File: src/hw/rtl/i2d_pkg.sv
// Shared types and constants for the integer to double converter.
// No dependencies; imported by every module of the block.
package i2d_pkg;

    localparam logic [10:0] EXP_BASE = 11'd1086;

    // Sign and magnitude after extension and negation.
    typedef struct packed {
        logic        neg;
        logic [63:0] mag;
    } t_mag;

    // Partly or fully normalized magnitude with the shift taken so far.
    typedef struct packed {
        logic        neg;
        logic        zero;
        logic [5:0]  lz;
        logic [63:0] val;
    } t_nrm;

endpackage

File: src/hw/rtl/i2d_mag.sv
// First stage: word extension, sign detection and two's complement magnitude.
// Depends on i2d_pkg.
module i2d_mag (
    input  logic           i_clk,
    input  logic           i_rst_n,
    input  logic           i_valid,
    output logic           o_stall,
    input  logic [63:0]    i_operand,
    input  logic           i_is_signed,
    input  logic           i_is_word32,
    output logic           o_valid,
    input  logic           i_stall,
    output i2d_pkg::t_mag  o_data
);
    import i2d_pkg::*;

    logic        r_v;
    t_mag        r_d;
    t_mag        n_d;
    logic        ready;
    logic [63:0] ext;

    always_comb begin
        if (!i_is_word32) begin
            ext      = i_operand;
            n_d.neg  = i_is_signed & i_operand[63];
        end else if (i_is_signed && i_operand[31]) begin
            ext      = {32'hffff_ffff, i_operand[31:0]};
            n_d.neg  = 1'b1;
        end else begin
            ext      = {32'h0, i_operand[31:0]};
            n_d.neg  = 1'b0;
        end
        n_d.mag = n_d.neg ? (~ext + 64'd1) : ext;
    end

    assign ready   = !r_v || !i_stall;
    assign o_stall = !ready;
    assign o_valid = r_v;
    assign o_data  = r_d;

    always_ff @(posedge i_clk) begin
        if (!i_rst_n) begin
            r_v <= 1'b0;
        end else if (ready) begin
            r_v <= i_valid;
        end
    end

    always_ff @(posedge i_clk) begin
        if (ready && i_valid) begin
            r_d <= n_d;
        end
    end

endmodule

File: src/hw/rtl/i2d_norm.sv
// Two-stage normalizer: leading zeros shifted out by 32/16/8, then by 4/2/1.
// Depends on i2d_pkg.
module i2d_norm (
    input  logic           i_clk,
    input  logic           i_rst_n,
    input  logic           i_valid,
    output logic           o_stall,
    input  i2d_pkg::t_mag  i_data,
    output logic           o_valid,
    input  logic           i_stall,
    output i2d_pkg::t_nrm  o_data
);
    import i2d_pkg::*;

    logic r_v1;
    logic r_v2;
    t_nrm r_d1;
    t_nrm r_d2;
    t_nrm n_d1;
    t_nrm n_d2;
    logic ready1;
    logic ready2;

    // coarse steps
    always_comb begin
        n_d1.neg  = i_data.neg;
        n_d1.zero = (i_data.mag == 64'd0);
        n_d1.lz   = 6'd0;
        n_d1.val  = i_data.mag;
        if (n_d1.val[63:32] == 32'd0) begin
            n_d1.val   = n_d1.val << 32;
            n_d1.lz[5] = 1'b1;
        end
        if (n_d1.val[63:48] == 16'd0) begin
            n_d1.val   = n_d1.val << 16;
            n_d1.lz[4] = 1'b1;
        end
        if (n_d1.val[63:56] == 8'd0) begin
            n_d1.val   = n_d1.val << 8;
            n_d1.lz[3] = 1'b1;
        end
    end

    // fine steps
    always_comb begin
        n_d2 = r_d1;
        if (n_d2.val[63:60] == 4'd0) begin
            n_d2.val   = n_d2.val << 4;
            n_d2.lz[2] = 1'b1;
        end
        if (n_d2.val[63:62] == 2'd0) begin
            n_d2.val   = n_d2.val << 2;
            n_d2.lz[1] = 1'b1;
        end
        if (!n_d2.val[63]) begin
            n_d2.val   = n_d2.val << 1;
            n_d2.lz[0] = 1'b1;
        end
    end

    assign ready2  = !r_v2 || !i_stall;
    assign ready1  = !r_v1 || ready2;
    assign o_stall = !ready1;
    assign o_valid = r_v2;
    assign o_data  = r_d2;

    always_ff @(posedge i_clk) begin
        if (!i_rst_n) begin
            r_v1 <= 1'b0;
            r_v2 <= 1'b0;
        end else begin
            if (ready1) begin
                r_v1 <= i_valid;
            end
            if (ready2) begin
                r_v2 <= r_v1;
            end
        end
    end

    always_ff @(posedge i_clk) begin
        if (ready1 && i_valid) begin
            r_d1 <= n_d1;
        end
        if (ready2 && r_v1) begin
            r_d2 <= n_d2;
        end
    end

endmodule

File: src/hw/rtl/i2d_round.sv
// Last stage: exponent, round to nearest even, sign; holds the output register.
// Depends on i2d_pkg.
module i2d_round (
    input  logic           i_clk,
    input  logic           i_rst_n,
    input  logic           i_valid,
    output logic           o_stall,
    input  i2d_pkg::t_nrm  i_data,
    output logic           o_valid,
    input  logic           i_stall,
    output logic [63:0]    o_double_bits
);
    import i2d_pkg::*;

    logic        r_v;
    logic [63:0] r_bits;
    logic [63:0] n_bits;
    logic        ready;
    logic [10:0] exp;
    logic        guard;
    logic        sticky;
    logic        up;
    logic [62:0] mag_bits;

    always_comb begin
        exp      = EXP_BASE - {5'd0, i_data.lz};
        guard    = i_data.val[10];
        sticky   = |i_data.val[9:0];
        up       = guard & (sticky | i_data.val[11]);
        // a carry out of the fraction lands in the exponent
        mag_bits = {exp, i_data.val[62:11]} + {62'd0, up};
        n_bits   = i_data.zero ? 64'd0 : {i_data.neg, mag_bits};
    end

    assign ready         = !r_v || !i_stall;
    assign o_stall       = !ready;
    assign o_valid       = r_v;
    assign o_double_bits = r_bits;

    always_ff @(posedge i_clk) begin
        if (!i_rst_n) begin
            r_v <= 1'b0;
        end else if (ready) begin
            r_v <= i_valid;
        end
    end

    always_ff @(posedge i_clk) begin
        if (ready && i_valid) begin
            r_bits <= n_bits;
        end
    end

endmodule

File: src/hw/rtl/int_to_double_convert.sv
// Channel   Direction  Handshake          Payload
// input     in         i_valid / o_stall  i_operand[63:0], i_is_signed, i_is_word32
// result    out        o_valid / i_stall  o_double_bits[63:0]
//
// Four register stages: magnitude, coarse normalize, fine normalize, round.
// One item per cycle is accepted when the output is not stalled.
// Each stage holds its item while the next is full and stalled; empty stages fill.
// Synchronous active-low reset clears the valid bits only.
// Depends on i2d_pkg, i2d_mag, i2d_norm, i2d_round.
module int_to_double_convert (
    input  logic        i_clk,
    input  logic        i_rst_n,
    input  logic        i_valid,
    output logic        o_stall,
    input  logic [63:0] i_operand,
    input  logic        i_is_signed,
    input  logic        i_is_word32,
    output logic        o_valid,
    input  logic        i_stall,
    output logic [63:0] o_double_bits
);
    import i2d_pkg::*;

    logic mag_valid;
    logic mag_stall;
    t_mag mag_data;
    logic nrm_valid;
    logic nrm_stall;
    t_nrm nrm_data;

    i2d_mag u_mag (
        .i_clk       (i_clk),
        .i_rst_n     (i_rst_n),
        .i_valid     (i_valid),
        .o_stall     (o_stall),
        .i_operand   (i_operand),
        .i_is_signed (i_is_signed),
        .i_is_word32 (i_is_word32),
        .o_valid     (mag_valid),
        .i_stall     (mag_stall),
        .o_data      (mag_data)
    );

    i2d_norm u_norm (
        .i_clk   (i_clk),
        .i_rst_n (i_rst_n),
        .i_valid (mag_valid),
        .o_stall (mag_stall),
        .i_data  (mag_data),
        .o_valid (nrm_valid),
        .i_stall (nrm_stall),
        .o_data  (nrm_data)
    );

    i2d_round u_round (
        .i_clk         (i_clk),
        .i_rst_n       (i_rst_n),
        .i_valid       (nrm_valid),
        .o_stall       (nrm_stall),
        .i_data        (nrm_data),
        .o_valid       (o_valid),
        .i_stall       (i_stall),
        .o_double_bits (o_double_bits)
    );

endmodule

File: config.mk
export PLATFORM = sky130hd
export DESIGN_NAME = int_to_double_convert
export DESIGN_NICKNAME = d
export VERILOG_FILES = /design/src/hw/rtl/i2d_pkg.sv /design/src/hw/rtl/i2d_mag.sv /design/src/hw/rtl/i2d_norm.sv /design/src/hw/rtl/i2d_round.sv /design/src/hw/rtl/int_to_double_convert.sv
export SDC_FILE = /design/constraint.sdc
export NUM_CORES = 1
export LEC_CHECK = 0
export ABC_AREA = 1
export BUFFER_PORTS_ARGS = -buffer_cell sky130_fd_sc_hd__buf_2
export CELL_PAD_IN_SITES_DETAIL_PLACEMENT = 1
export CELL_PAD_IN_SITES_GLOBAL_PLACEMENT = 1
export CORE_AREA = 5 5 240 242
export CTS_CLUSTER_DIAMETER = 100
export CTS_CLUSTER_SIZE = 28
export DETAILED_ROUTE_END_ITERATION = 7
export DIE_AREA = 0 0 245 247
export PLACE_DENSITY = 0.57
export REMOVE_ABC_BUFFERS = 1
export SLEW_MARGIN = 20
export SYNTH_ARGS = -nofsm -noshare
export SYNTH_HDL_FRONTEND = slang
export SYNTH_SLANG_ARGS = --single-unit
export TNS_END_PERCENT = 10
File: constraint.sdc
create_clock -name i_clk -period 4.75 [get_ports i_clk]
set_clock_uncertainty 0.1 [all_clocks]
set_input_delay 0.95 -clock i_clk [delete_from_list [all_inputs] [get_ports i_clk]]
set_output_delay 0.95 -clock i_clk [all_outputs]
set_load 0.01 [all_outputs]
==> results of run 1 <==
## power by group through the flow
stage	sequential, uW	combinational [uW]	clock (uW)
CTS	2930	794	1510
detailed placement	2980	793	0
global route	2940	890	1590
finish	2930	781	1420
floorplan	2930	533	0
global placement	2980	785	0
## kinds of logic (layout without fill, tap and decap cells)
group,Yosys count,after routing
mux,58,58
simple gates,950,950
xor+xnor,70,70
compound gates,306,306
buf+inv,309,404
flops,273,273
fa+ha+maj,4,4
## path summary, 6_finish.rpt
path	from	to	cells past startpoint
max	u_mag.o_data[59]	u_norm.r_d1[1]	18
min	u_mag.o_data[64]	u_norm.n_d2[71]	0
max reg2reg	u_mag.o_data[59]	u_norm.r_d1[1]	18
min reg2reg	u_mag.o_data[64]	u_norm.n_d2[71]	0
## layout make-up
class                      count  share of cell area, %
timing repair buffer         155                   4.59
tap                          704                   4.83
sequential                   273                   44.7
multi-input combinational   1388                   38.7
clock buffer                  17                   2.10
inverter                     225                   4.63
clock inverter                 7                  0.418
## state kept, by name (all words and copies together) (netlist names)
signal and flops:
u_mag.o_data 65, u_mag.o_valid 1, u_norm.n_d2 5, u_norm.o_data 71, u_norm.o_valid 1, u_norm.r_d1 64, u_norm.r_v1 1, u_round.o_double_bits 64
u_round.o_valid 1
## layer usage
layer / GRT usage (%) / up-vias
met4: 4.85 / 0
met2: 29.8 / 200
met5: 0 / -
met1: 19.4 / 6275
met3: 1.39 / 72
li1: - / 6784
## synth_stat cells
cell type,count,area share (%)
nor3b_1,5,0.23
clkbuf_1,52,1.2
dfxtp_1,4,0.49
nand2_1,423,9.7
nand3_1,138,4.2
xnor2_1,20,1.1
and2_1,1,0.038
a31oi_1,13,0.50
o21a_1,2,0.091
nor2_4,3,0.21
clkinv_1,1,0.023
buf_4,11,0.50
nor4_2,1,0.076
mux2i_1,58,3.5
ha_1,4,0.30
edfxtp_1,269,49
buf_1,3,0.069
buf_6,4,0.27
or2_2,57,2.2
nor2_1,200,4.6
inv_2,2,0.046
o22ai_1,1,0.038
o21ai_1,2,0.061
o31ai_1,1,0.046
or4_1,1,0.046
nand2_4,1,0.069
nand2_2,2,0.076
nand4_1,26,0.99
o21bai_1,11,0.50
nor4_1,30,1.1
inv_1,222,5.1
nor3_1,59,1.8
o41ai_1,2,0.11
o21ai_0,208,6.3
nor2_2,2,0.076
a21oi_1,66,2.0
xor2_1,50,2.7
nand3b_1,1,0.046
buf_2,14,0.43
## worst max-delay path, stage by stage (launching register included)
cell	delay (ns)
edfxtp_1	0.43
nor2_1	0.12
nand2_1	0.06
nor2_1	0.12
nand2_1	0.13
nor2_4	0.59
nand2_1	0.11
nand2_1	0.12
nor2_1	0.05
nand2_1	0.10
nor2_4	0.08
nand2_4	0.12
nand2_1	0.07
nand2_1	0.07
nand2_1	0.09
nor2_4	0.12
nand2_2	0.52
inv_2	0.37
nor2_1	0.07
## stage by stage
| stage | worst slack [ns] | hold WS (ns) | cell area [um^2] | util (%) | setup TNS [ns] |
|---|---|---|---|---|---|
| floorplan | -4.15 | 0.300 | 16000 | - | -241.51 |
| global placement | 0.974 | 0.304 | 17800 | 32.4 | 0 |
| detailed placement | 0.908 | 0.310 | 17800 | 32.4 | 0 |
| CTS | 0.979 | 0.334 | 18200 | 33.3 | 0 |
| global route | 0.585 | 0.338 | 18200 | 33.3 | 0 |
| finish | 1.05 | 0.329 | 18200 | 33.3 | 0 |
==> metrics.yaml, run 1 <==
run_status:
  status: "complete, no violations"
final_layout:
  layout-drive-gt1-share_pct: 12.3
  multi_input_area_um2: 7070
  layout_commonest_cell: "nand2_1"
  final_cell_mix: "nand2_1 (423), edfxtp_1 (269), inv_1 (219)"
  syn_to_final_growth_pct: 11.2
  final_cells: 2769
  fillers: 6534
  nets: 2132
  seqCellArea_um2: 8160
  num_antenna_cells: 0
clocking:
  root_buffer: "clkbuf_16"
  clk_latency_ns: 0.51
  post_cts.repair.setup_buffers: 0
  h-tree-depth: 1
  cts-resized-gates: 0
  max-clock-path-buffers: 3
  cts.clk_slew.worst_paths_ns: 0.10
  hold_buffers: 0
  clock-sinks: 273
  cts_tree: "built"
  cts_buffers: 15
timing:
  tightest_slew_ns: 0.905
  layout_min_cycle_time_ns: 3.70
  maxSlewHeadroom_pct: 39.5
  setup-violations-final: 0
  fmax_mhz: 271
  grt_setup_unrepaired: "false"
  drv_slew: 0
  fin_crit_sh_pct: 77.8
  hold_viol_final: 0
floorplanning:
  die_height_um: 247
  io-pin-count: 136
  rows: 86
  fp.dieW_um: 245
  dieArea_um2: 60500
  core_um2: 54900
  initial_core_util_pct: 29.9
synth:
  synth_cells: 1970
  synth_simple_gate_area_share_pct: 25.4
  muxShareOfSynthArea_pct: 3.54
  yosysSeqAreaShare_pct: 49.7
  synth.distinct_cells: 39
  ys.warnings.count: 0
  avgSynthCellArea_um2: 8.33
  synth-xor-area-share_pct: 3.74
  syn-cell-area_um2: 16400
  synth_compound_area_share_pct: 9.70
  synth-seq-cells: 273
  synth_top_family_by_area: "simple AND/OR/NAND/NOR gates"
  synth_adder_area_share_pct: 0.305
route:
  vias_per_cell: 4.81
  route.detailed.wl_per_inst_um: 17.8
  wl_met2_um: 25000
  via_count: 13300
  drc: 0
  met3WireLength_um: 1200
  ant_nets: 0
  first_iter_violations: 595
  wl_met1_um: 21500
  dr.pass1.iters: 4
  top_layer: "met4"
  routed_wl_um: 49300
power:
  power.switching_uw: 1440
  switching_share_pct: 28.0
  p_leak_uw: 0.00741
  power.density_nw_per_um2: 281
  p_comb_share_pct: 15.2
  power.share.sequential_pct: 57.0
  p_total_uw: 5130
  vdd_drop_max_mv: 0.164
  p_clk_share_pct: 27.8
  internal_power_uw: 3700
flow_run:
  maxCapViolations: 0
grt:
  grt_max_degree: 72
  grt_pass1_wl_um: 77700
  gr-total-overflow: 0
  grtUsageTotal_pct: 15.9
  grt_pass1_vias: 14000
  grt_antenna_before_repair: 0
hold_path:
  min_path_type: "register to register"
critical_path:
  worstPathMaxFanout: 49
  critPathRequiredTime_ns: 4.91
  crit_type: "register to register"
  startpoint_type: "register"
  cp-end-kind: "register"
  rrSetupSlack_ns: 1.05
  critical_path_arrival_ns: 3.85
place:
  place_hpwl_um: 40200
  gp_congestion: 0.890
  place_inst: 2745
  numPortBuffers: 135
No activity file was read; power rests on OpenSTA's default activity.
==> run 2, diff against run 1 <==
--- a/config.mk
+++ b/config.mk
@@ -14,7 +14,7 @@
 export CTS_CLUSTER_SIZE = 28
 export DETAILED_ROUTE_END_ITERATION = 7
 export DIE_AREA = 0 0 245 247
-export PLACE_DENSITY = 0.57
+export PLACE_DENSITY = 0.54
 export REMOVE_ABC_BUFFERS = 1
 export SLEW_MARGIN = 20
 export SYNTH_ARGS = -nofsm -noshare
==> constraint.sdc (replaced) <==
create_clock -name i_clk -period 3.5 [get_ports i_clk]
set_clock_uncertainty 0.1 [all_clocks]
set_input_delay 0.7 -clock i_clk [delete_from_list [all_inputs] [get_ports i_clk]]
set_output_delay 0.7 -clock i_clk [all_outputs]
set_load 0.01 [all_outputs]
==> run 2 against run 1 <==
  * Global-route usage is 0.24 points higher
  * Final area is 1.9% higher
  * Cell count is 1.2% higher
  * Core utilization is 0.64 points higher
  * Routed wire length is 1.6% higher
  * Combinational power is 41% higher
  * Sequential power is 35% higher
  * Via count is 0.43% higher
  * Non-clock buffer count is 34 higher
  * Die area stayed put
  * Sequential share of layout area is 0.85 points lower
  * Worst hold slack worse by 0.045 ns
  * Critical endpoint is now u_norm.r_d1[40]
  * Largest power group unchanged
==> metrics.yaml, run 2 (synthesis results as in run 1) <==
final_layout:
  largest_register_ffs: 71
  layout-drive-gt1-share_pct: 13.7
  layout_commonest_cell: "nand2_1"
  syn_to_final_growth_pct: 13.3
  nets: 2166
  final_cells: 2803
  final_core_util_pct: 33.9
  num_antenna_cells: 0
  design_area_um2: 18600
  final_cell_mix: "nand2_1 (423), edfxtp_1 (269), inv_1 (220)"
clocking:
  cts_tree: "built"
  clk_latency_ns: 0.51
  cts_buffers: 15
  root_buffer: "clkbuf_16"
  h-tree-depth: 1
  clock-sinks: 273
  max-clock-path-buffers: 3
  cts.clk_slew.worst_paths_ns: 0.09
critical_path:
  worstPathMaxFanout: 44
  cp_slowest_cell: "o21ai_0"
  path_common_cell: "nand2_1"
  startpoint_type: "register"
  critical_path_arrival_ns: 3.46
  cp-end-kind: "register"
  path_delay_family: "simple AND/OR/NAND/NOR gates"
  crit_type: "register to register"
  path_buf_inv: 3
  critPathRequiredTime_ns: 3.77
  slowest_delay_ns: 0.62
  crit_chain: "nor2_1 -> nand2_1 -> nor2_1 -> nand2_1 -> nor2_4 -> buf_12 -> nand2_1 -> nand2_1 -> nor2_1 -> nand2_1 -> nor2_4 -> nand2_4 -> inv_1 -> buf_4 -> o21ai_0 -> nand3_1 -> nand2_1"
timing:
  hold_viol_final: 0
  fin_crit_sh_pct: 91.1
  fmax_mhz: 313
  setup-violations-final: 0
  maxSlewHeadroom_pct: 43.9
  grt_setup_unrepaired: "false"
  fin_tns_setup_ns: 0
  layout_min_cycle_time_ns: 3.19
  drv_slew: 0
  tightest_slew_ns: 0.840
place:
  place_inst: 2779
  placed_area_um2: 18100
  place_hpwl_um: 41500
  gp_congestion: 0.907
  numPortBuffers: 135
power:
  p_total_uw: 6980
  p_leak_uw: 0.00761
  power.density_nw_per_um2: 375
  vdd_drop_max_mv: 0.218
grt:
  grt_max_degree: 66
  grt_antenna_before_repair: 1
  gr-total-overflow: 0
  grt_pass1_wl_um: 78500
  grtUsageTotal_pct: 16.2
  grt_pass1_vias: 14100
floorplanning:
  core_um2: 54900
  initial_core_util_pct: 29.9
  dieArea_um2: 60500
  fp.dieW_um: 245
  rows: 86
  io-pin-count: 136
  die_height_um: 247
route:
  dr.pass1.iters: 7
  route.detailed.wl_per_inst_um: 17.8
  routed_wl_um: 50000
  via_count: 13400
  drc: 0
  first_iter_violations: 622
  ant_nets: 0
  vias_per_cell: 4.78
hold_path:
  min_path_type: "primary input to register"
run_status:
  status: "complete, no violations"
flow_run:
  maxCapViolations: 0
run 2: cell types whose count changed in the layout (fill, tap and decap cells not counted), sizes merged:
cell,before,now
buf,155,189
clkinv,2,4
clkbuf,17,15
run 2: worst register-to-register path: cells and delay by family (launching register included):
kind,cells,cell delay [ns]
compound gates,1,0.63
flops,1,0.43
buf+inv,3,0.48
simple gates,13,1.40
run 2: path summary, 6_finish.rpt:
path | cells after the start | slack (ns) | start | endpoint
max | 17 | 0.31 | u_mag.o_data[39] | u_norm.r_d1[40]
min reg2reg | 0 | 0.32 | u_norm.n_d2[70] | u_norm.o_data[70]
min | 1 | 0.28 | i_operand[0] | u_mag.o_data[0]
max reg2reg | 17 | 0.31 | u_mag.o_data[39] | u_norm.r_d1[40]
run 2: timing repair:
action,in CTS,in global routing
hold buffers,0,0
gates resized for setup,0,2
setup endpoints to repair,0,3
buffers inserted,0,0
run 2: final cells by class:
type / count / area, um^2
sequential: 273 / 8160
inverter: 225 / 845
multi-input combinational: 1388 / 7070
clock buffer: 15 / 375
clock inverter: 9 / 76.3
fill: 6593 / 36300
timing repair buffer: 189 / 1190
tap: 704 / 881
run 2: layer usage:
layer  track usage, %  vias to the layer above  part of all wire, %
met3             1.31                       73                  2.2
li1                 -                     6856                    -
met1             19.4                     6256                   43
met2             30.1                      203                   51
met5                0                        -                    0
met4             6.27                        0                  4.1
run 2: stage by stage:
stage	hold slack [ns]	setup slack [ns]
6_report	0.284	0.310
5_1_grt	0.261	0.00164
4_1_cts	0.256	0.218
3_5_place_dp	0.308	0.0805
3_3_place_gp	0.309	0.168
2_1_floorplan	0.300	-5.40
run 2: where the power goes:
group	internal, uW	switching [uW]	leakage (uW)
logic	380	716	0.00481
registers	3820	145	0.00257
clock network	827	1090	0.000222
total	5030	1950	0.00761
==> run 3, diff against run 2 <==
==> constraint.sdc (replaced) <==
create_clock -name i_clk -period 2.94 [get_ports i_clk]
set_clock_uncertainty 0.1 [all_clocks]
set_input_delay 0.588 -clock i_clk [delete_from_list [all_inputs] [get_ports i_clk]]
set_output_delay 0.588 -clock i_clk [all_outputs]
set_load 0.01 [all_outputs]
==> run 3 against run 2 <==
  * Count of clock-buffer cells in the layout rose by 1
  * Core utilization increased by 1.9 points
  * Non-clock buffer count is 106 higher
  * Worst hold slack got worse by 0.085 ns
  * Combinational power is 29% higher
  * Global-route usage grew 0.66 points
==> metrics.yaml, run 3 (synthesis results as in run 1) <==
route:
  vias_per_cell: 4.75
  first_iter_violations: 658
  via_count: 13800
  drc: 0
  ant_nets: 0
  route.detailed.wl_per_inst_um: 17.9
  dr.pass1.iters: 4
  routed_wl_um: 52000
final_layout:
  largest_register_ffs: 71
  final_cell_mix: "nand2_1 (412), edfxtp_1 (269), inv_1 (218)"
  fillers: 6627
  layout_commonest_cell: "nand2_1"
  nets: 2273
  final_cells: 2910
  multi_input_area_um2: 7230
  syn_to_final_growth_pct: 19.5
  num_antenna_cells: 0
  layout-drive-gt1-share_pct: 19.7
  seqCellArea_um2: 8160
grt:
  grtUsageTotal_pct: 16.8
  gr-total-overflow: 0
  grt_pass1_wl_um: 81900
  grt_max_degree: 57
  grt_antenna_before_repair: 0
  grt_pass1_vias: 14800
timing:
  hold_viol_final: 0
  tightest_slew_ns: 1.06
  drv_slew: 0
  grt_setup_unrepaired: "true"
  layout_min_cycle_time_ns: 2.85
  fin_crit_sh_pct: 97.0
  setup-violations-final: 0
  fmax_mhz: 351
  maxSlewHeadroom_pct: 29.3
critical_path:
  critPathRequiredTime_ns: 3.10
  critical_path_arrival_ns: 3.01
  startpoint_type: "register"
  cp_slowest_cell: "edfxtp_1"
  crit_type: "register to register"
  slowest_delay_ns: 0.36
  worstPathMaxFanout: 4
  crit_chain: "nand2_1 -> inv_2 -> ha_2 -> nand3_2 -> nor2_2 -> inv_1 -> nor2_1 -> buf_4 -> nand3_4 -> nor2_4 -> inv_2 -> nor2_4 -> nand4_1 -> nor2_2 -> buf_4 -> buf_4 -> nand2_1 -> nor3b_1"
  path_common_cell: "buf_4"
  cp-end-kind: "register"
floorplanning:
  rows: 86
  die_height_um: 247
  initial_core_util_pct: 29.9
  fp.dieW_um: 245
  core_um2: 54900
  dieArea_um2: 60500
  io-pin-count: 136
place:
  gp_congestion: 0.910
  place_hpwl_um: 42700
  place_inst: 2873
  numPortBuffers: 135
clocking:
  cts.clk_slew.worst_paths_ns: 0.10
  cts_buffers: 15
  clock-sinks: 273
  max-clock-path-buffers: 3
  hold_buffers: 0
  h-tree-depth: 1
  cts_tree: "built"
  root_buffer: "clkbuf_16"
  clk_latency_ns: 0.51
flow_run:
  maxCapViolations: 0
power:
  p_total_uw: 8440
  vdd_drop_max_mv: 0.260
  p_leak_uw: 0.00817
  power.density_nw_per_um2: 430
hold_path:
  min_path_type: "primary input to register"
run_status:
  status: "complete, no violations"
==> run 3: cell types whose count changed in the layout (fill, tap and decap cells not counted), moves of 4 or more <==
cell | before | now
buf_4 | 45 | 147
nand2_1 | 423 | 412
nand2_2 | 2 | 12
nand3_1 | 138 | 132
nand3_2 | 0 | 5
nor2_1 | 195 | 186
nor2_2 | 3 | 10
nor3_1 | 59 | 55
nor3_2 | 0 | 4
==> run 3: power by group <==
part,internal (uW),leakage (uW),switching (uW)
Combinational,529,0.00537,895
Clock,988,0.000223,1310
Sequential,4550,0.00257,168
Total,6070,0.00817,2380
==> run 3: worst max-delay path, delay by kind of cell (launching register included) <==
| kind | cells | cell delay [ns] |
|---|---|---|
| fa+ha+maj | 1 | 0.18 |
| buf+inv | 6 | 0.57 |
| flops | 1 | 0.36 |
| simple gates | 11 | 1.40 |
==> run 3: layout make-up <==
cell class	count	share of cell area (%)
clock buffer	16	1.93
clock inverter	8	0.408
inverter	225	4.33
multi-input combinational	1389	36.9
sequential	273	41.6
tap	704	4.49
timing repair buffer	295	10.4
==> run 3: stage by stage <==
| stage | setup TNS [ns] | hold WS (ns) | util (%) | cell area (um^2) | worst slack, ns |
|---|---|---|---|---|---|
| final | 0 | 0.198 | 35.8 | 19600 | 0.0874 |
| after CTS | -0.0353 | 0.171 | 35.2 | 19300 | -0.0353 |
| after floorplan | -719.44 | 0.300 | - | 16000 | -5.96 |
| after detailed placement | -3.26 | 0.309 | 34.4 | 18900 | -0.276 |
| after global placement | -1.30 | 0.309 | 34.4 | 18900 | -0.154 |
| after global routing | -1.17 | 0.179 | 35.8 | 19600 | -0.0813 |
==> run 3: worst paths after layout <==
kind	slack [ns]	cells past startpoint	endpoint	start
max	0.09	18	u_round.o_double_bits[46]	u_norm.o_data[11]
min	0.20	3	u_mag.o_valid	i_valid
max reg2reg	0.09	18	u_round.o_double_bits[46]	u_norm.o_data[11]
min reg2reg	0.33	0	u_norm.o_data[70]	u_norm.n_d2[70]
==> run 3: timing repair <==
item,4_1_cts,5_1_grt
gates cloned,1,2
hold endpoints to repair,0,0
buffers inserted,0,10
setup endpoints to repair,29,118
resized for setup,4,49
pin swaps,1,18
==> run 3: layer usage <==
layer / vias up / global-route usage, % / share of wire [%]
met5: - / 0 / 0
li1: 7082 / - / -
met1: 6474 / 19.8 / 42
met2: 195 / 32.1 / 52
met3: 76 / 1.33 / 2.2
met4: 0 / 5.76 / 3.8
